$ cat config.mk
export PLATFORM = sky130hd
export DESIGN_NAME = ascii_motor_frame_parser_unit
export DESIGN_NICKNAME = d
export VERILOG_FILES = /design/src/sv/afp_pkg.sv /design/src/sv/afp_in_reg.sv /design/src/sv/afp_parser.sv /design/src/sv/afp_out_reg.sv /design/src/sv/ascii_motor_frame_parser_unit.sv
export SDC_FILE = /design/constraint.sdc
export NUM_CORES = 1
export LEC_CHECK = 0
export ABC_AREA = 1
export BUFFER_PORTS_ARGS = -buffer_cell sky130_fd_sc_hd__clkbuf_2
export CAP_MARGIN = 5
export CORE_ASPECT_RATIO = 1.2
export CORE_MARGIN = 4
export CORE_UTILIZATION = 55
export CTS_BUF_LIST = sky130_fd_sc_hd__clkbuf_2
export DETAILED_ROUTE_END_ITERATION = 7
export HOLD_SLACK_MARGIN = 0.12
export PLACE_DENSITY = 0.8
export SYNTH_ARGS = -nofsm -noshare
export SYNTH_HDL_FRONTEND = slang
export SYNTH_SLANG_ARGS = --single-unit
$ cat constraint.sdc
create_clock -name clk -period 27.1 [get_ports clk]
set_input_delay 4.065 -clock clk [delete_from_list [all_inputs] [get_ports clk]]
set_output_delay 4.065 -clock clk [all_outputs]
set_load 0.005 [all_outputs]
$ cat src/sv/afp_pkg.sv
// Package for the ASCII motor frame parser: shared item and result types,
// character codes and the minimum frame length. No dependencies.
`default_nettype none

package afp_pkg;

	localparam int unsigned MIN_FRAME_LEN = 14;

	localparam logic [7:0] CH_DOLLAR = 8'h24;
	localparam logic [7:0] CH_HASH   = 8'h23;
	localparam logic [7:0] CH_COMMA  = 8'h2C;
	localparam logic [7:0] CH_PLUS   = 8'h2B;
	localparam logic [7:0] CH_MINUS  = 8'h2D;
	localparam logic [7:0] CH_UPPER_A = 8'h41;
	localparam logic [7:0] CH_UPPER_T = 8'h54;

	typedef enum logic [1:0] {
		ST_TOTAL   = 2'd0,
		ST_STEP    = 2'd1,
		ST_BAD_LEN = 2'd2,
		ST_BAD_FMT = 2'd3
	} status_t;

	typedef enum logic {
		KIND_BYTE = 1'b0,
		KIND_ARM  = 1'b1
	} kind_t;

	typedef struct packed {
		kind_t      kind;
		logic [7:0] byte_value;
	} item_t;

	typedef struct packed {
		logic                   init_captured;
		status_t                status;
		logic [3:0][31:0]       prior;
		logic [3:0][31:0]       value;
	} result_t;

endpackage

`default_nettype wire

$ cat src/sv/afp_in_reg.sv
// Input register stage of the frame parser: holds one request until the
// parser stage can take it. Depends on afp_pkg.
`default_nettype none

module afp_in_reg (
	input  wire logic          clk,
	input  wire logic          arst_n,
	input  wire logic          in_valid,
	output logic               in_ready,
	input  wire afp_pkg::item_t in_item,
	input  wire logic          advance,
	output logic               valid_s1,
	output afp_pkg::item_t     item_s1
);

	assign in_ready = !valid_s1 || advance;

	always_ff @(posedge clk or negedge arst_n) begin
		if (!arst_n) begin
			valid_s1 <= 1'b0;
		end else if (in_ready) begin
			valid_s1 <= in_valid;
		end
	end

	always_ff @(posedge clk) begin
		if (in_ready && in_valid) begin
			item_s1 <= in_item;
		end
	end

endmodule

`default_nettype wire

$ cat src/sv/afp_parser.sv
// Frame parser: framing, prefix check, decimal conversion with saturation and
// count bookkeeping, one character per cycle while fire is high. Depends on afp_pkg.
`default_nettype none

module afp_parser #(
	parameter int unsigned MAX_FRAME_LEN = 64
) (
	input  wire logic           clk,
	input  wire logic           arst_n,
	input  wire logic           fire,
	input  wire afp_pkg::item_t item,
	output logic                res_valid,
	output afp_pkg::result_t    res
);

	typedef enum logic [2:0] {
		M_IDLE, M_PREFIX, M_NUM_START, M_NUM_SIGN, M_NUM_DIGITS, M_DONE, M_FAIL
	} mode_t;

	localparam logic [31:0] MAG_LIMIT = 32'h8000_0000;

	mode_t            mode_q, mode_d;
	logic             type_q, type_d;
	logic [6:0]       cnt_q, cnt_d;
	logic [1:0]       idx_q, idx_d;
	logic [31:0]      acc_q, acc_d;
	logic             neg_q, neg_d;
	logic             armed_q, armed_d;
	logic [3:0][31:0] staged_q, staged_d;
	logic [3:0][31:0] step_q, step_d;
	logic [3:0][31:0] vals;
	logic [31:0]      fin;
	logic [31:0]      acc_dig;
	logic [7:0]       b;
	logic             is_digit, is_space;

	function automatic logic [7:0] prefix_char(input logic ft, input logic [6:0] pos);
		logic [7:0] c;
		case (pos)
			7'd0: c = 8'h24;                    // $
			7'd1: c = 8'h4D;                    // M
			7'd2: c = ft ? 8'h54 : 8'h41;       // T / A
			7'd3: c = ft ? 8'h45 : 8'h6C;       // E / l
			7'd4: c = ft ? 8'h50 : 8'h6C;       // P / l
			7'd5: c = 8'h3A;                    // :
			default: c = 8'h00;
		endcase
		return c;
	endfunction

	function automatic logic [31:0] add_digit(input logic [31:0] a, input logic [3:0] d);
		logic [35:0] t;
		t = ({4'b0, a} << 3) + ({4'b0, a} << 1) + 36'(d);
		return (t > 36'(MAG_LIMIT)) ? MAG_LIMIT : t[31:0];
	endfunction

	assign b        = item.byte_value;
	assign is_digit = (b >= 8'h30) && (b <= 8'h39);
	assign is_space = b inside {8'h20, [8'h09:8'h0D]};
	assign acc_dig  = add_digit(acc_q, b[3:0]);
	// signed finish of the magnitude, clamped at the 32-bit limits
	assign fin = neg_q ? ((acc_q >= MAG_LIMIT) ? MAG_LIMIT : 32'(0) - acc_q)
	                   : ((acc_q >= MAG_LIMIT) ? 32'h7FFF_FFFF : acc_q);

	always_comb begin
		mode_d    = mode_q;
		type_d    = type_q;
		cnt_d     = cnt_q;
		idx_d     = idx_q;
		acc_d     = acc_q;
		neg_d     = neg_q;
		armed_d   = armed_q;
		staged_d  = staged_q;
		step_d    = step_q;
		vals      = staged_q;
		res_valid = 1'b0;
		res       = '0;
		if (fire) begin
			if (item.kind == afp_pkg::KIND_ARM) begin
				armed_d = 1'b1;
			end else if (mode_q == M_IDLE) begin
				if (b == afp_pkg::CH_DOLLAR) begin
					mode_d = M_PREFIX;
					type_d = 1'b0;
					cnt_d  = 7'd1;
					idx_d  = '0;
					acc_d  = '0;
					neg_d  = 1'b0;
				end
			end else if (b != afp_pkg::CH_HASH) begin
				if (cnt_q != '1) begin
					cnt_d = cnt_q + 7'd1;
				end
				case (mode_q)
					M_PREFIX: begin
						if (cnt_q == 7'd2) begin
							if (b == afp_pkg::CH_UPPER_A) begin
								type_d = 1'b0;
							end else if (b == afp_pkg::CH_UPPER_T) begin
								type_d = 1'b1;
							end else begin
								mode_d = M_FAIL;
							end
						end else if (cnt_q < 7'd6 && b != prefix_char(type_q, cnt_q)) begin
							mode_d = M_FAIL;
						end
						if (mode_d == M_PREFIX && cnt_q == 7'd5) begin
							mode_d = M_NUM_START;
							idx_d  = '0;
							acc_d  = '0;
							neg_d  = 1'b0;
						end
					end
					M_NUM_START: begin
						if (is_space) begin
							mode_d = M_NUM_START;
						end else if (b == afp_pkg::CH_PLUS || b == afp_pkg::CH_MINUS) begin
							neg_d  = (b == afp_pkg::CH_MINUS);
							mode_d = M_NUM_SIGN;
						end else if (is_digit) begin
							acc_d  = acc_dig;
							mode_d = M_NUM_DIGITS;
						end else begin
							mode_d = M_FAIL;
						end
					end
					M_NUM_SIGN: begin
						if (is_digit) begin
							acc_d  = acc_dig;
							mode_d = M_NUM_DIGITS;
						end else begin
							mode_d = M_FAIL;
						end
					end
					M_NUM_DIGITS: begin
						if (is_digit) begin
							acc_d = acc_dig;
						end else if (idx_q == 2'd3) begin
							staged_d[3] = fin;
							mode_d      = M_DONE;
						end else if (b == afp_pkg::CH_COMMA) begin
							staged_d[idx_q] = fin;
							idx_d           = idx_q + 2'd1;
							acc_d           = '0;
							neg_d           = 1'b0;
							mode_d          = M_NUM_START;
						end else begin
							mode_d = M_FAIL;
						end
					end
					default: begin
						mode_d = mode_q;
					end
				endcase
			end else begin
				// closing mark: exactly one result per frame
				res_valid = 1'b1;
				if (cnt_q < 7'(afp_pkg::MIN_FRAME_LEN - 1) || cnt_q >= 7'(MAX_FRAME_LEN)) begin
					res.status = afp_pkg::ST_BAD_LEN;
				end else if (mode_q == M_DONE || (mode_q == M_NUM_DIGITS && idx_q == 2'd3)) begin
					if (mode_q == M_NUM_DIGITS) begin
						vals[3] = fin;
					end
					staged_d  = vals;
					res.value = vals;
					if (!type_q) begin
						res.status = afp_pkg::ST_TOTAL;
						if (armed_q) begin
							res.init_captured = 1'b1;
							armed_d           = 1'b0;
						end
					end else begin
						res.status = afp_pkg::ST_STEP;
						res.prior  = step_q;
						step_d     = vals;
					end
				end else begin
					res.status = afp_pkg::ST_BAD_FMT;
				end
				mode_d = M_IDLE;
				cnt_d  = '0;
				idx_d  = '0;
				acc_d  = '0;
				neg_d  = 1'b0;
			end
		end
	end

	always_ff @(posedge clk or negedge arst_n) begin
		if (!arst_n) begin
			mode_q  <= M_IDLE;
			type_q  <= 1'b0;
			cnt_q   <= '0;
			idx_q   <= '0;
			acc_q   <= '0;
			neg_q   <= 1'b0;
			armed_q <= 1'b0;
			step_q  <= '0;
		end else begin
			mode_q  <= mode_d;
			type_q  <= type_d;
			cnt_q   <= cnt_d;
			idx_q   <= idx_d;
			acc_q   <= acc_d;
			neg_q   <= neg_d;
			armed_q <= armed_d;
			step_q  <= step_d;
		end
	end

	// staged numbers are only read after being written in the same frame
	always_ff @(posedge clk) begin
		staged_q <= staged_d;
	end

endmodule

`default_nettype wire

$ cat src/sv/afp_out_reg.sv
// Result register of the frame parser: holds one result until the sink takes
// it and tells the upstream stages when they may move. Depends on afp_pkg.
`default_nettype none

module afp_out_reg (
	input  wire logic             clk,
	input  wire logic             arst_n,
	input  wire logic             res_valid,
	input  wire afp_pkg::result_t res,
	output logic                  advance,
	output logic                  out_valid_q,
	input  wire logic             out_ready,
	output afp_pkg::result_t      out_q
);

	assign advance = !out_valid_q || out_ready;

	always_ff @(posedge clk or negedge arst_n) begin
		if (!arst_n) begin
			out_valid_q <= 1'b0;
		end else if (advance) begin
			out_valid_q <= res_valid;
		end
	end

	always_ff @(posedge clk) begin
		if (advance && res_valid) begin
			out_q <= res;
		end
	end

endmodule

`default_nettype wire

$ cat src/sv/ascii_motor_frame_parser_unit.sv
// ASCII motor frame parser, top level. Takes one received character (or an
// arm request) per cycle and emits a status result for every frame closed by
// '#'. Each request passes an input register, the combinational parse logic
// and a result register, and a new request is taken every cycle while the
// result register is free or being drained. Frames run from '$' to '#';
// lengths from 14 to MAX_FRAME_LEN bytes with prefix "$MAll:" or "$MTEP:"
// and four comma-separated decimals are accepted, the rest are reported as
// bad length or bad format.
// Depends on afp_pkg, afp_in_reg, afp_parser and afp_out_reg.
`default_nettype none

module ascii_motor_frame_parser_unit #(
	parameter int unsigned MAX_FRAME_LEN = 64
) (
	input  wire logic         clk,
	input  wire logic         arst_n,
	input  wire logic         s_tvalid,
	output logic              s_tready,
	input  wire logic [7:0]   s_tdata,    // [7:0] byte_value
	input  wire logic         s_tuser,    // [0] kind
	output logic              m_tvalid,
	input  wire logic         m_tready,
	output logic [255:0]      m_tdata,    // value_a..value_d, prior_a..prior_d, 32 bits each
	output logic [2:0]        m_tuser     // [1:0] status, [2] init_captured
);

	afp_pkg::item_t   in_item;
	afp_pkg::item_t   item_s1;
	afp_pkg::result_t res;
	afp_pkg::result_t out_q;
	logic             valid_s1;
	logic             advance;
	logic             res_valid;

	assign in_item.kind       = afp_pkg::kind_t'(s_tuser);
	assign in_item.byte_value = s_tdata;

	afp_in_reg u_in (
		.clk      (clk),
		.arst_n   (arst_n),
		.in_valid (s_tvalid),
		.in_ready (s_tready),
		.in_item  (in_item),
		.advance  (advance),
		.valid_s1 (valid_s1),
		.item_s1  (item_s1)
	);

	afp_parser #(
		.MAX_FRAME_LEN (MAX_FRAME_LEN)
	) u_parser (
		.clk       (clk),
		.arst_n    (arst_n),
		.fire      (valid_s1 && advance),
		.item      (item_s1),
		.res_valid (res_valid),
		.res       (res)
	);

	afp_out_reg u_out (
		.clk         (clk),
		.arst_n      (arst_n),
		.res_valid   (res_valid),
		.res         (res),
		.advance     (advance),
		.out_valid_q (m_tvalid),
		.out_ready   (m_tready),
		.out_q       (out_q)
	);

	assign m_tdata = {out_q.prior, out_q.value};
	assign m_tuser = {out_q.init_captured, out_q.status};

endmodule

`default_nettype wire

# ---- After elaboration in Yosys (flattened, before gate mapping)
# Cells that the tools add are included.
dict set report classes {
  add_sub_neg 5
  magnitude_cmp 11
  n_eq_ne 44
  muxes 98
  bitwise_logic 9
  reduce_logical 40
}
# op count
set op_table {}
lappend op_table {{$mux W128} 6}
lappend op_table {{$mux W32} 17}
lappend op_table {{$bwmux W128} 1}
lappend op_table {{$pmux W32 S4} 1}
lappend op_table {{$mux W96} 1}
lappend op_table {{$demux W32 S2} 1}
lappend op_table {{$mux W3} 18}
lappend op_table {{$mux W8} 6}
lappend op_table {{$eq A8 B6 Y1 const B} 5}
lappend op_table {{$pmux W8 S5} 1}
lappend op_table {{$add A35 B33 Y36} 1}
lappend op_table {{$add A36 B4 Y36} 1}
lappend op_table {{$gt A36 B32 Y1 const B} 1}
lappend op_table {{$ge A32 B32 Y1 const B} 1}
lappend op_table {{$sub A1 B32 Y32 const A} 1}
lappend op_table {{$mux W7} 4}
lappend op_table {{$mux W1} 27}
lappend op_table {{$ne A4 B3 Y1 const B} 6}
lappend op_table {{$reduce_and A8 Y1} 3}
lappend op_table {{$mux W2} 10}
lappend op_table {{$eq A8 B7 Y1 const B} 2}
lappend op_table {{$eq A7 B2 Y1 const B} 2}
lappend op_table {{$eq A7 B3 Y1 const B} 2}
lappend op_table {{$ne A2 B2 Y1 const B} 7}
lappend op_table {{48 further kinds} 82}
dict set report word_totals {
  regBits 573
  input_bits 13
  wordCells 237
}

# ---- Longest topological paths before layout
# Gate-level depths: netlist of the first run.
dict set report logic_depth {
  ltp_word 23
  ltp_mapped 22
  mapped_depth_nobuf 21
}

# ---- By module
# Synthesis of the first run repeated with hierarchy kept, for this count alone.
dict set report hier_totals {
  hier_cells 2729
  hier_area_um2 26817.0
}
# mod instances cells_per_inst area_each_um2 seq_area_each_um2
set modules_own_cells {}
lappend modules_own_cells {afp_parser 1 2447 18671.7 8222.9}
lappend modules_own_cells {afp_out_reg 1 265 7822.5 7802.5}
lappend modules_own_cells {afp_in_reg 1 15 315.3 295.3}
lappend modules_own_cells {ascii_motor_frame_parser_unit 1 2 7.5 0.0}

# ---- Worst setup path after synthesis of the first run
# No wires, ideal clock.
dict set report synth_timing {
  path_type {input-to-reg}
  start {input port m_tready}
  end {register u_out.out_q[256] (netlist name)}
  setup_time_ps 215
  t_arrival_ps 16587
  required_time_ps 26885
  setup_slack_ps 10298
  path_stages 10
  path_cell_list {inv_1 -> nand2_1 -> nand2_1 -> nor2_1 -> inv_1 -> nor2_1 -> inv_1 -> nor2_1 -> inv_1 -> nor3_1}
}
dict set report synth_via {
  elab_chain_cells 4
}
# element line_no
set synth_lines {}
lappend synth_lines {{start: declaration} ascii_motor_frame_parser_unit.sv:22} ;# input wire logic m_tready,
lappend synth_lines {{$logic_or A1 B1 Y1} afp_out_reg.sv:16} ;# assign advance = !out_valid_q || out_ready;
lappend synth_lines {{$logic_and A1 B1 Y1} ascii_motor_frame_parser_unit.sv:54} ;# .fire (valid_s1 && advance),
lappend synth_lines {{$not A1 Y1 (no line)} n/a}
lappend synth_lines {{$reduce_or A5 Y1 (no line)} n/a}
# Every way passes these cells.
# A chain may end at the register's enable or synchronous reset.

# ---- Final worst setup path of the first run
dict set report layout_timing {
  start {input port m_tready}
  end {output port s_tready}
}
dict set report layout_via {
  elab_chain_cells 2
}
# element line_no
set layout_lines {}
lappend layout_lines {{$logic_or A1 B1 Y1} afp_out_reg.sv:16}
lappend layout_lines {{$logic_or A1 B1 Y1} afp_in_reg.sv:16} ;# assign in_ready = !valid_s1 || advance;
lappend layout_lines {{end: declaration} ascii_motor_frame_parser_unit.sv:18} ;# output logic s_tready,
# Every way passes these cells.

==> metrics.md, run 1 <==
| Metric | Value |
|---|---|
| Row count | 88 |
| Syn Inst Count | 2831 |
| PD cells | 60.72 nW/um2 |
| Largest net degree at the start of global routing | 119 |
| I/O pin cnt | 274 |
| DR vias | 20520 |
| Vert. Die Dim | 250.3 um |
| EDFF count, synth | 396 |
| CTS sink cnt | 573 |
| Warnings from Yosys | 0 |
| Hold Crit Class | flip-flop to flip-flop |
| Main synth FF type | edfxtp_1 |
| Synth Area in XOR/XNOR | 1.204% |
| Fillers | 3866 |
| Die width | 209.9 um |
| Residual DRC | 0 |
| Worst-path fanout max | 3 |
| Final Hold Vio Count | 0 |
| Largest family of logic cells by synthesized area | simple AND/OR/NAND/NOR gates |
| Syn_nets | 2918 |
| Async S/R FF share, synth | 30.89% |
| CTS Buf Count | 131 |
| Max Cap Viol | 0 |
| Final core occ | 62.31% |
| Critical Path RT | 23030 ps |
| CTS resizes | 0 |
| Synth Area in Simple Gates | 19.79% |
| Clk buf depth | 3 |
| Final WL | 69190 um |
| Drt first pass iters | 8 |
| CP Launch Type | input port |
| Critical path class | input port to output port |
| Adder-cell area share of the yosys netlist | 3.496% |
| Status | finished, final reports clean |
| Core area | 48230 um2 |
| Initial antenna violation count | 1 |
| Peak VDD IR | 0.03176 mV |
| Pins over their slew limit | 0 |
| Area of the die | 52550 um2 |
| Clock Skews | 72.73 ps |
| Global-route wire length before repair | 106500 um |
| Clk slew on worst S/H paths | 100 ps |
| CTS tree | yes |
| Worst slew pin tran | 1242 ps |
| FF+latch count, synth | 573 |
| Worst EP arrival | 4430 ps |
| Post-synthesis sequential area ratio | 60.64% |
| NumNets Final | 3248 |
| Setup TNS Final | 0 ps |
| Clock root cell | clkbuf_2 |
| 1st-iter DRT viols | 2146 |
| H-tree depth | 4 |
| Post-CTS Repair Setup Buffers | 0 |
| Power Total | 1.824 mW |
| Total grt overflow | 0 |
| Clk Latency, worst-skew pair | 1120 ps |
| Slew headroom | 16.63% |
| Post-CTS Hold Fix Bufs | 0 |
| Vias in the first global route | 19600 |
| Fin crit share | 31.36% |
| PortBufs | 273 |
| Syn avg cell area | 9.507 um2 |
| Via density per instance | 5.269 |
| WL/cell | 17.76 um |
| Setup Viol. Count Final | 0 |
| DPL Wire Length | 49810 um |
| RSZ-0062 raised after global routing | false |
| GRT Overall Usage | 25.83% |
| Compound-cell area share of the yosys netlist | 6.406% |
| Crit path time final | 8498 ps |
| Detail Route Antenna Nets | 0 |
| Mapped Area | 26910 um2 |
| Yosys cell types | 52 |
| Layout cells sized above 1 | 19.85% |
| Initial core utilization | 55.81% |
| CP Capture Type | output port |
| GPL Wtd Cong | 0.9198 |
| Mux share of post-synthesis cell area | 0% |
| Achievable frequency | 0.1177 GHz |
| P_leak | 13.58 nW |
| Layout area overhead | 11.65% |
[metal layers]
metal | part of all wire (%) | global-route usage (%)
met1 | 38 | 33.05
met2 | 50 | 43.74
met5 | 0 | 0
met3 | 7.7 | 4.409
met4 | 3.8 | 10.97
[layout make-up]
| cell class | instances | area, um2 | area share [%] |
|---|---|---|---|
| Timing Repair Buffer | 291 | 1508 | 5.018 |
| Antenna cell | 1 | 2.502 | 0.008328 |
| Tap cell | 630 | 788.3 | 2.623 |
| Clock inverter | 38 | 260.3 | 0.8661 |
| Sequential cell | 573 | 16320 | 54.32 |
| Clock buffer | 198 | 991.0 | 3.298 |
| Inverter | 481 | 1815 | 6.042 |
| Multi-Input combinational cell | 1683 | 8362 | 27.83 |
[cell usage in the layout, fill, tap and decap left out, types with 3 or more instances in the layout]
master and count:
xnor2_1 16, nand3b_1 3, a21oi_2 3, o21ai_0 174, or2_2 3, bufinv_16 4
clkinv_2 3, nand4_1 24, inv_2 17, a31oi_1 5, nor2_1 433, edfxtp_1 396
a21oi_1 33, nand2_1 575, o21ai_1 22, ha_1 72, nand2_2 6, o22ai_1 33
nor2_4 7, nand3_1 86, nor4_1 7, and2_1 5, dfrtp_1 177, o211ai_1 4
inv_1 466, xor2_1 21, buf_4 18, nor2_2 80, clkinv_1 25, nor3_1 26
clkbuf_2 470, o21ai_2 20, o21a_1 3
[synth_stat cells, drive strengths merged (2+ instances only)]
| cell | number | area share, % |
|---|---|---|
| nand2 | 581 | 8.2 |
| nor2 | 521 | 8.1 |
| inv | 480 | 6.7 |
| edfxtp | 396 | 44 |
| o21ai | 216 | 4.3 |
| dfrtp | 177 | 16 |
| nand3 | 89 | 1.7 |
| ha | 72 | 3.3 |
| buf | 49 | 1.1 |
| clkbuf | 45 | 0.63 |
| a21oi | 36 | 0.71 |
| o22ai | 33 | 0.77 |
| nor3 | 28 | 0.58 |
| nand4 | 25 | 0.64 |
| xor2 | 21 | 0.68 |
| xnor2 | 16 | 0.52 |
| nor4 | 7 | 0.16 |
| and2 | 6 | 0.15 |
| a31oi | 5 | 0.12 |
| or2 | 5 | 0.12 |
| o211ai | 4 | 0.11 |
| nand3b | 3 | 0.084 |
| o21a | 3 | 0.084 |
| a211oi | 2 | 0.10 |
| fa | 2 | 0.15 |
| o21bai | 2 | 0.070 |
| o31ai | 2 | 0.056 |
[cell families (layout without fill, tap and decap cells)]
logic type / after synthesis / after routing
XOR/XNOR: 37 / 37
buffers and inverters: 575 / 1008
flip-flops: 573 / 573
AND/OR/NAND/NOR: 1266 / 1266
adder cells (fa/ha/maj): 74 / 74
AO/OA/AOI/OAI: 306 / 306
other: 0 / 1
[sequential cells by signal, indices dropped and copies added (netlist names)]
| name | cells |
|---|---|
| u_in.item_s1 | 9 |
| u_in.valid_s1 | 1 |
| u_out.out_q | 259 |
| u_out.out_valid_q | 1 |
| u_parser.acc_q | 32 |
| u_parser.armed_q | 1 |
| u_parser.cnt_q | 7 |
| u_parser.idx_q | 2 |
| u_parser.mode_q | 3 |
| u_parser.neg_q | 1 |
| u_parser.staged_q | 128 |
| u_parser.step_q | 128 |
| u_parser.type_q | 1 |
[stage by stage]
stage	worst slack, ps	instance area, um2	hold slack (ps)	instances
after detailed placement	18590	28790	469.5	3658
after global routing	18530	30050	466.0	3895
after CTS	18590	30050	424.9	3894
after global placement	18570	28790	461.9	3658
after floorplan	10300	26910	453.0	2831
final	18600	30050	447.7	3895
[critical path, cell delays in order]
cell and delay (ps):
clkbuf_2 80, inv_1 60, nand3_1 100, clkbuf_2 130
[path summary, 6_finish.rpt]
check                                               start                          endpoint  slack [ps]  depth (start not counted)
setup reg to reg           u_parser.mode_q[0]$_DFFE_PN0P_  u_parser.step_q[121]$_DFFE_PN0P_       22280                         17
min in group asynchronous                          arst_n   u_parser.step_q[73]$_DFFE_PN0P_        2830                          1
hold reg to reg            u_parser.staged_q[4]$_DFFE_PP_    u_parser.step_q[4]$_DFFE_PN0P_         450                          2
setup / recovery                                 m_tready                          s_tready       18600                          4
max in group asynchronous                          arst_n   u_parser.step_q[11]$_DFFE_PN0P_       22880                          2
hold / removal             u_parser.staged_q[4]$_DFFE_PP_    u_parser.step_q[4]$_DFFE_PN0P_         450                          2
[power by group]
part / switching (mW) / total [mW] / internal [mW]
registers: 0.0204 / 0.962 / 0.942
logic: 0.220 / 0.302 / 0.0822
clock network: 0.327 / 0.560 / 0.233
Power figures use the tool's default switching activity.
==> run 2: changes to the inputs <==
- clock period: 27.1 -> 8.74 ns (I/O delays scaled with it)
==> run 2 against run 1 <==
Compared with the run above:
- critical path type is now flip-flop to flip-flop
- global-route usage is 0.38 points higher
- critical path depth up 13
- first-iteration DRC count shrank 3.2%
- non-clock buffer count fell by 3
- sequential cell count is the same
- hold slack got worse by 210 ps
- clock skew grew 12 ps
==> metrics.md, run 2 (synthesized netlist as in run 1, its figures left out) <==
| Metric | Value |
|---|---|
| Clock Skews | 84.82 ps (was 72.73 ps) |
| Fillers | 3852 (was 3866) |
| Post-route design area | 30080 um2 (was 30050 um2) |
| P_leak | 13.60 nW (was 13.58 nW) |
| Vert. Die Dim | 250.3 um (unchanged) |
| Clk slew on worst S/H paths | 120 ps (was 100 ps) |
| Worst setup margin | 3802 ps (was 18600 ps) |
| DPL Wire Length | 50740 um (was 49810 um) |
| CP Capture Type | flip-flop (was output port) |
| Fin crit share | 56.50% |
| WL/cell | 17.88 um (was 17.76 um) |
| Slew headroom | 16.69% (was 16.63%) |
| Int Power | 3.914 mW (was 1.257 mW) |
| Most common cell after layout, fill and taps aside | nand2_1 (unchanged) |
| I/O pin cnt | 274 (unchanged) |
| Power Total | 5.684 mW (was 1.824 mW) |
| Setup Viol. Count Final | 0 (unchanged) |
| NumNets Final | 3247 (was 3248) |
| Status | finished, final reports clean (unchanged) |
| Sw Share | 31.14% (was 31.12%) |
| Largest register FFs | 259 (unchanged) |
| Setup TNS Final | 0 ps (unchanged) |
| Clk buf depth | 3 (unchanged) |
| Largest net degree at the start of global routing | 157 (was 119) |
| CTS sink cnt | 573 (unchanged) |
| Top reg by flops | u_out.out_q (unchanged) |
| RSZ-0062 raised after global routing | false (unchanged) |
| Initial antenna violation count | 2 (was 1) |
| CTS resizes | 0 (unchanged) |
| Reg2Reg Depth | 17 (unchanged) |
| CTS tree | yes (unchanged) |
| Critical path class | flip-flop to flip-flop (was input port to output port) |
| 1st-iter DRT viols | 2077 (was 2146) |
| Initial core utilization | 55.81% (unchanged) |
| Row count | 88 (unchanged) |
| Pins over their slew limit | 0 (unchanged) |
| Achievable frequency | 0.2025 GHz |
| NetSw | 1.770 mW (was 0.5677 mW) |
| Worst EP arrival | 5910 ps (was 4430 ps) |
| Detail Route Antenna Nets | 0 (unchanged) |
| Residual DRC | 0 (unchanged) |
| Global-route wire length before repair | 108700 um (was 106500 um) |
| Final core occ | 62.38% (was 62.31%) |
| Vias in the first global route | 20340 (was 19600) |
| CP Launch Type | flip-flop (was input port) |
| Post-CTS Repair Setup Buffers | 0 (unchanged) |
| Crit path time final | 4938 ps |
| Final WL | 69770 um (was 69190 um) |
| Worst slew pin tran | 1247 ps (was 1242 ps) |
| Core area | 48230 um2 (unchanged) |
| Place WS | 3571 ps (was 18590 ps) |
| Share of power burned in registers | 52.5% (was 52.7%) |
| PD cells | 188.9 nW/um2 (was 60.72 nW/um2) |
| Layout area overhead | 11.78% (was 11.65%) |
| Drt first pass iters | 7 (was 8) |
| Clock power frac | 31.1% (was 30.7%) |
| Post-CTS Hold Fix Bufs | 0 (unchanged) |
| PortBufs | 273 (unchanged) |
| Largest regs | u_out.out_q: 259 flops, u_parser.staged_q: 128 flops, u_parser.step_q: 128 flops (unchanged) |
| Reg2reg end | u_parser.step_q[98]$_DFFE_PN0P_ (was u_parser.step_q[121]$_DFFE_PN0P_) |
| Post-DP Area | 28780 um2 (was 28790 um2) |
| DR vias | 20720 (was 20520) |
| CTS Buf Count | 133 (was 131) |
| Layout cells sized above 1 | 20.31% (was 19.85%) |
| Critical Path RT | 9710 ps (was 23030 ps) |
| Clock root cell | clkbuf_2 (unchanged) |
| Clk Latency, worst-skew pair | 1160 ps (was 1120 ps) |
| GRT Overall Usage | 26.21% (was 25.83%) |
| Max Cap Viol | 0 (unchanged) |
| Final Hold Vio Count | 0 (unchanged) |
| Peak VDD IR | 0.1104 mV (was 0.03176 mV) |
| Hold Crit Class | input port to asynchronous set/reset pin (was flip-flop to flip-flop) |
| Total grt overflow | 0 (unchanged) |
| Via density per instance | 5.311 (was 5.269) |
| Die width | 209.9 um (unchanged) |
| Area of the die | 52550 um2 (unchanged) |
| Worst r2r src | u_parser.mode_q[0]$_DFFE_PN0P_ (unchanged) |
| Combinational power share | 16.4% (was 16.6%) |
| R2R Setup Slk | 3800 ps (was 22280 ps) |
| H-tree depth | 4 (unchanged) |
| GPL Wtd Cong | 0.9496 (was 0.9198) |
| Worst-path fanout max | 132 (was 3) |
| Most frequent cells in the layout | 575 x nand2_1, 489 x clkbuf_2, 466 x inv_1 (was 575 x nand2_1, 470 x clkbuf_2, 466 x inv_1) |
==> run 2: area by class of cell <==
cell class / instances / area [um2] / area share (%)
sequential: 573 / 16320 / 54.25
multi-input combinational: 1683 / 8362 / 27.79
inverter: 481 / 1815 / 6.035
timing repair buffer: 288 / 1498 / 4.978
clock buffer: 217 / 1086 / 3.610
tap: 630 / 788.3 / 2.620
clock inverter: 28 / 209.0 / 0.6946
antenna: 2 / 5.005 / 0.01664
==> run 2: routing by layer <==
layer | up-vias | wire length (um) | track usage (%)
met4 | 0 | 2847 | 11.60
met2 | 1021 | 34570 | 44.26
li1 | 9784 | - | -
met1 | 9755 | 26790 | 33.12
met5 | - | 0 | 0
met3 | 163 | 5569 | 4.910
==> run 2: how the worst max path moves through the flow <==
stage                                    from  slack, ps  cells past startpoint                               to
6_report       u_parser.mode_q[0]$_DFFE_PN0P_       3800                     17  u_parser.step_q[98]$_DFFE_PN0P_
5_1_grt        u_parser.mode_q[0]$_DFFE_PN0P_       3360                     17  u_parser.step_q[97]$_DFFE_PN0P_
4_1_cts        u_parser.mode_q[0]$_DFFE_PN0P_       3860                     17  u_parser.step_q[97]$_DFFE_PN0P_
3_5_place_dp                         m_tready       3570                     15   u_out.out_q[218]$_SDFFCE_PP0P_
3_3_place_gp                         m_tready       3700                     15   u_out.out_q[208]$_SDFFCE_PP0P_
2_1_floorplan                        m_tready       2360                     10   u_out.out_q[256]$_SDFFCE_PP0P_
==> run 2: critical path: stages, from the launching register on <==
cell and delay, ps:
dfrtp_1 450, nor2_1 150, inv_1 90, nor2_4 70, buf_4 470, inv_2 220
nor2_2 210, a31oi_1 90, nor2_2 120, nand2_1 130, nor2_1 210, inv_4 290
nor2_4 160, buf_4 660, inv_8 450, buf_4 570, nand2_1 170, o21ai_1 70
==> run 2: metrics by stage <==
step                hold slack, ps  instances
finish                       240.9       3902
global placement             463.3       3655
global route                 275.4       3902
CTS                          217.6       3900
floorplan                    453.0       2831
detailed placement           473.1       3655
==> run 2: power groups by stage <==
stage | clock [mW] | sequential (mW) | combinational [mW]
after floorplan | 0 | 3.02 | 0.678
after global placement | 0 | 3.04 | 0.886
after detailed placement | 0 | 3.04 | 0.910
after CTS | 1.80 | 2.98 | 0.916
after global routing | 1.95 | 2.99 | 1.04
final | 1.77 | 2.98 | 0.933
==> run 3: changes to the inputs <==
- ABC_AREA: 1 -> 0
- clock period: 8.74 -> 4.85 ns (I/O delays scaled with it)
==> run 3 against run 2 <==
Compared with the run above:
- clock skew decreased by 1.7 ps
- global-route usage down 1.4 points
- cell count shrank 17%
- register-to-register slack lost 3300 ps
- synthesized area fell by 6.1%
- via count shrank 12%
- critical path type unchanged
- largest power group unchanged
==> metrics.md, run 3 <==
| Metric | Value |
|---|---|
| Via density per instance | 5.589 (was 5.311) |
| Most frequent cells in the layout | 484 x clkbuf_2, 396 x edfxtp_1, 374 x nand2_1 (was 575 x nand2_1, 489 x clkbuf_2, 466 x inv_1) |
| NumNets Final | 2613 (was 3247) |
| Largest register FFs | 259 (unchanged) |
| Final WL | 62130 um (was 69770 um) |
| CTS Buf Count | 136 (was 133) |
| Layout cells sized above 1 | 21.52% (was 20.31%) |
| EDFF count, synth | 396 (unchanged) |
| Post-DP Area | 27300 um2 (was 28780 um2) |
| PortBufs | 273 (unchanged) |
| Layout area overhead | 13.83% (was 11.78%) |
| Clock Skews | 83.12 ps (was 84.82 ps) |
| Yosys cell types | 67 (was 52) |
| FF+latch count, synth | 573 (unchanged) |
| Detail Route Antenna Nets | 0 (unchanged) |
| Slew headroom | 14.58% (was 16.69%) |
| Crit path time final | 4349 ps (was 4938 ps) |
| Syn_nets | 2283 (was 2918) |
| DR vias | 18160 (was 20720) |
| PD cells | 330.4 nW/um2 (was 188.9 nW/um2) |
| Smallest hold slack | 254.4 ps (was 240.9 ps) |
| Post-synthesis sequential area ratio | 64.56% (was 60.64%) |
| CP Launch Type | flip-flop (unchanged) |
| R2R Setup Slk | 500 ps (was 3800 ps) |
| Clk slew on worst S/H paths | 90 ps (was 120 ps) |
| Status | finished, final reports clean (unchanged) |
| Synth area leaders | edfxtp_1 47%, dfrtp_1 18%, and2_1 5.8% (was edfxtp_1 44%, dfrtp_1 16%, nand2_1 8.0%) |
| Most frequent cell after synthesis | edfxtp_1 (was nand2_1) |
| Fin crit share | 89.68% (was 56.50%) |
| CTS tree | yes (unchanged) |
| Warnings from Yosys | 0 (unchanged) |
| Drt first pass iters | 6 (was 7) |
| Largest regs | u_out.out_q: 259 flops, u_parser.staged_q: 128 flops, u_parser.step_q: 128 flops (unchanged) |
| Critical Path RT | 5850 ps (was 9710 ps) |
| I/O pin cnt | 274 (unchanged) |
| Worst r2r src | u_in.item_s1[3]$_DFFE_PP_ (was u_parser.mode_q[0]$_DFFE_PN0P_) |
| CTS sink cnt | 573 (unchanged) |
| Clk buf depth | 3 (unchanged) |
| Most common cell after layout, fill and taps aside | clkbuf_2 (was nand2_1) |
| Initial core utilization | 55.93% (was 55.81%) |
| Placed Cells | 2984 (was 3655) |
| CP cell instances | inv_1, fa_1, fa_1, nand2b_1, a21o_1, a211oi_1, nor3_2, a311oi_1, o21ai_1, a2111oi_2, nand4b_1, o2bb2ai_1 (was nor2_1, inv_1, nor2_4, buf_4, inv_2, nor2_2, a31oi_1, nor2_2, nand2_1, nor2_1, inv_4, nor2_4, buf_4, inv_8, buf_4, nand2_1, o21ai_1) |
| Worst path most repeated cell | fa_1 (was buf_4) |
| Max Cap Viol | 0 (unchanged) |
| Largest area contributor in the synthesized netlist | edfxtp_1 (unchanged) |
| Largest net degree at the start of global routing | 174 (was 157) |
| P_leak | 12.43 nW (was 13.60 nW) |
| Die width | 203.7 um (was 209.9 um) |
| Syn Inst Count | 2196 (was 2831) |
| Mapped Area | 25280 um2 (was 26910 um2) |
| Hold Crit Class | input port to asynchronous set/reset pin (unchanged) |
| Post-route design area | 28770 um2 (was 30080 um2) |
| GPL Wtd Cong | 0.8898 (was 0.9496) |
| Setup Viol. Count Final | 0 (unchanged) |
| Vert. Die Dim | 242.8 um (was 250.3 um) |
| Achievable frequency | 0.2299 GHz (was 0.2025 GHz) |
| Main synth FF type | edfxtp_1 (unchanged) |
| CP Capture Type | flip-flop (unchanged) |
| GRT Overall Usage | 24.84% (was 26.21%) |
| Core area | 45200 um2 (was 48230 um2) |
| Worst EP arrival | 5350 ps (was 5910 ps) |
| WL/cell | 19.12 um (was 17.88 um) |
| DPL Wire Length | 42370 um (was 50740 um) |
| Clock root cell | clkbuf_2 (unchanged) |
| RSZ-0062 raised after global routing | false (unchanged) |
| Critical path class | flip-flop to flip-flop (unchanged) |
| Total grt overflow | 0 (unchanged) |
| Peak VDD IR | 0.2079 mV (was 0.1104 mV) |
| Most frequent cells after synthesis | 396 x edfxtp_1, 377 x nand2_1, 236 x and2_1, 224 x nor2_1, 177 x dfrtp_1 (was 575 x nand2_1, 466 x inv_1, 437 x nor2_1, 396 x edfxtp_1, 177 x dfrtp_1) |
| Final std cells w/o fill | 3250 (was 3902) |
| Worst slew pin tran | 1271 ps (was 1247 ps) |
| CP max-delay cell | fa_1 (was buf_4) |
| Initial antenna violation count | 3 (was 2) |
| H-tree depth | 4 (unchanged) |
| Pins over their slew limit | 0 (unchanged) |
| Global-route wire length before repair | 97370 um (was 108700 um) |
| Syn avg cell area | 11.51 um2 (was 9.507 um2) |
| Vias in the first global route | 17880 (was 20340) |
| Bufs and invs on worst path | 1 (was 7) |
| Slowest stage delay, CP | 540 ps (was 660 ps) |
| 1st-iter DRT viols | 1717 (was 2077) |
| Top reg by flops | u_out.out_q (unchanged) |
| Clk Latency, worst-skew pair | 1160 ps (about the same) |
| Async S/R FF share, synth | 30.89% (unchanged) |
| Power Total | 9.506 mW (was 5.684 mW) |
| Reg2reg end | u_parser.acc_q[27]$_DFFE_PN0P_ (was u_parser.step_q[98]$_DFFE_PN0P_) |
| Delay-heaviest family, CP | compound AO/OA/AOI/OAI gates (was buffers and inverters) |
| Area of the die | 49470 um2 (was 52550 um2) |
| Residual DRC | 0 (unchanged) |
| Row count | 85 (was 88) |
| Share of the synthesized area in the top cell type | 47.04% (was 44.18%) |
| Reg2Reg Depth | 12 (was 17) |
| Worst-path fanout max | 11 (was 132) |
| Final Hold Vio Count | 0 (unchanged) |
-- run 3: cell types whose count changed after synthesis, moves of 81 or more --
cell     delta
and2_1    +231
inv_1     -437
nand2_1   -198
nor2_1    -213
nor2_2     -81
o21ai_0    -95
-- run 3: kinds of logic (layout without fill, tap and decap cells) --
group	count (synthesis)	after routing	synth area share, %
adder cells (fa/ha/maj)	74	74	3.722
buffers and inverters	157	600	2.386
AO/OA/AOI/OAI	362	362	9.147
flip-flops	573	573	64.56
multiplexers	3	3	0.1237
XOR/XNOR	49	49	1.727
other	0	2	0
AND/OR/NAND/NOR	978	978	18.33
-- run 3: what timing repair did --
item,4_1_cts,5_1_grt
hold endpoints to repair,116,0
gates resized for setup,0,1
setup endpoints to repair,0,1
hold buffers,13,0
setup buffers,0,0
-- run 3: per-layer routing --
metal / vias up / wire length (um) / GRT usage (%)
met5: - / 13 / 0
li1: 8467 / - / -
met3: 121 / 4300 / 4.579
met2: 787 / 31260 / 42.01
met1: 8787 / 24790 / 32.35
met4: 2 / 1768 / 8.930
-- run 3: power by group --
group	internal [mW]	switching, mW
Sequential	5.27	0.107
Combinational	0.239	0.644
Clock	1.38	1.87
-- run 3: how the worst max path moves through the flow --
stage	start	to	slack, ps	cells past startpoint
2_1_floorplan	m_tready	u_out.out_q[246]$_SDFFCE_PP0P_	-1240	10
3_3_place_gp	u_in.item_s1[3]$_DFFE_PP_	u_parser.acc_q[10]$_DFFE_PN0P_	630	14
3_5_place_dp	u_in.item_s1[3]$_DFFE_PP_	u_parser.acc_q[27]$_DFFE_PN0P_	460	14
4_1_cts	u_in.item_s1[3]$_DFFE_PP_	u_parser.acc_q[27]$_DFFE_PN0P_	400	14
5_1_grt	u_in.item_s1[3]$_DFFE_PP_	u_parser.acc_q[29]$_DFFE_PN0P_	20	12
6_report	u_in.item_s1[3]$_DFFE_PP_	u_parser.acc_q[27]$_DFFE_PN0P_	500	12
-- run 3: area by class of cell --
cell class	count	area, um2
Inverter	29	112.6
Antenna cell	2	5.005
Tap cell	609	762.0
Multi-Input combinational cell	1466	8431
Sequential cell	573	16320
Timing Repair Buffer	320	1810
Clock inverter	39	271.5
Fill cell	3471	16430
Clock buffer	212	1061
-- run 3: per-stage QoR --
step	setup slack, ps	setup TNS [ps]	utilization, %
floorplan	-1242	-432660	-
global placement	626.8	0	60.40
finish	500.8	0	63.66
detailed placement	457.1	0	60.40
CTS	404.6	0	63.63
global route	16.50	0	63.66
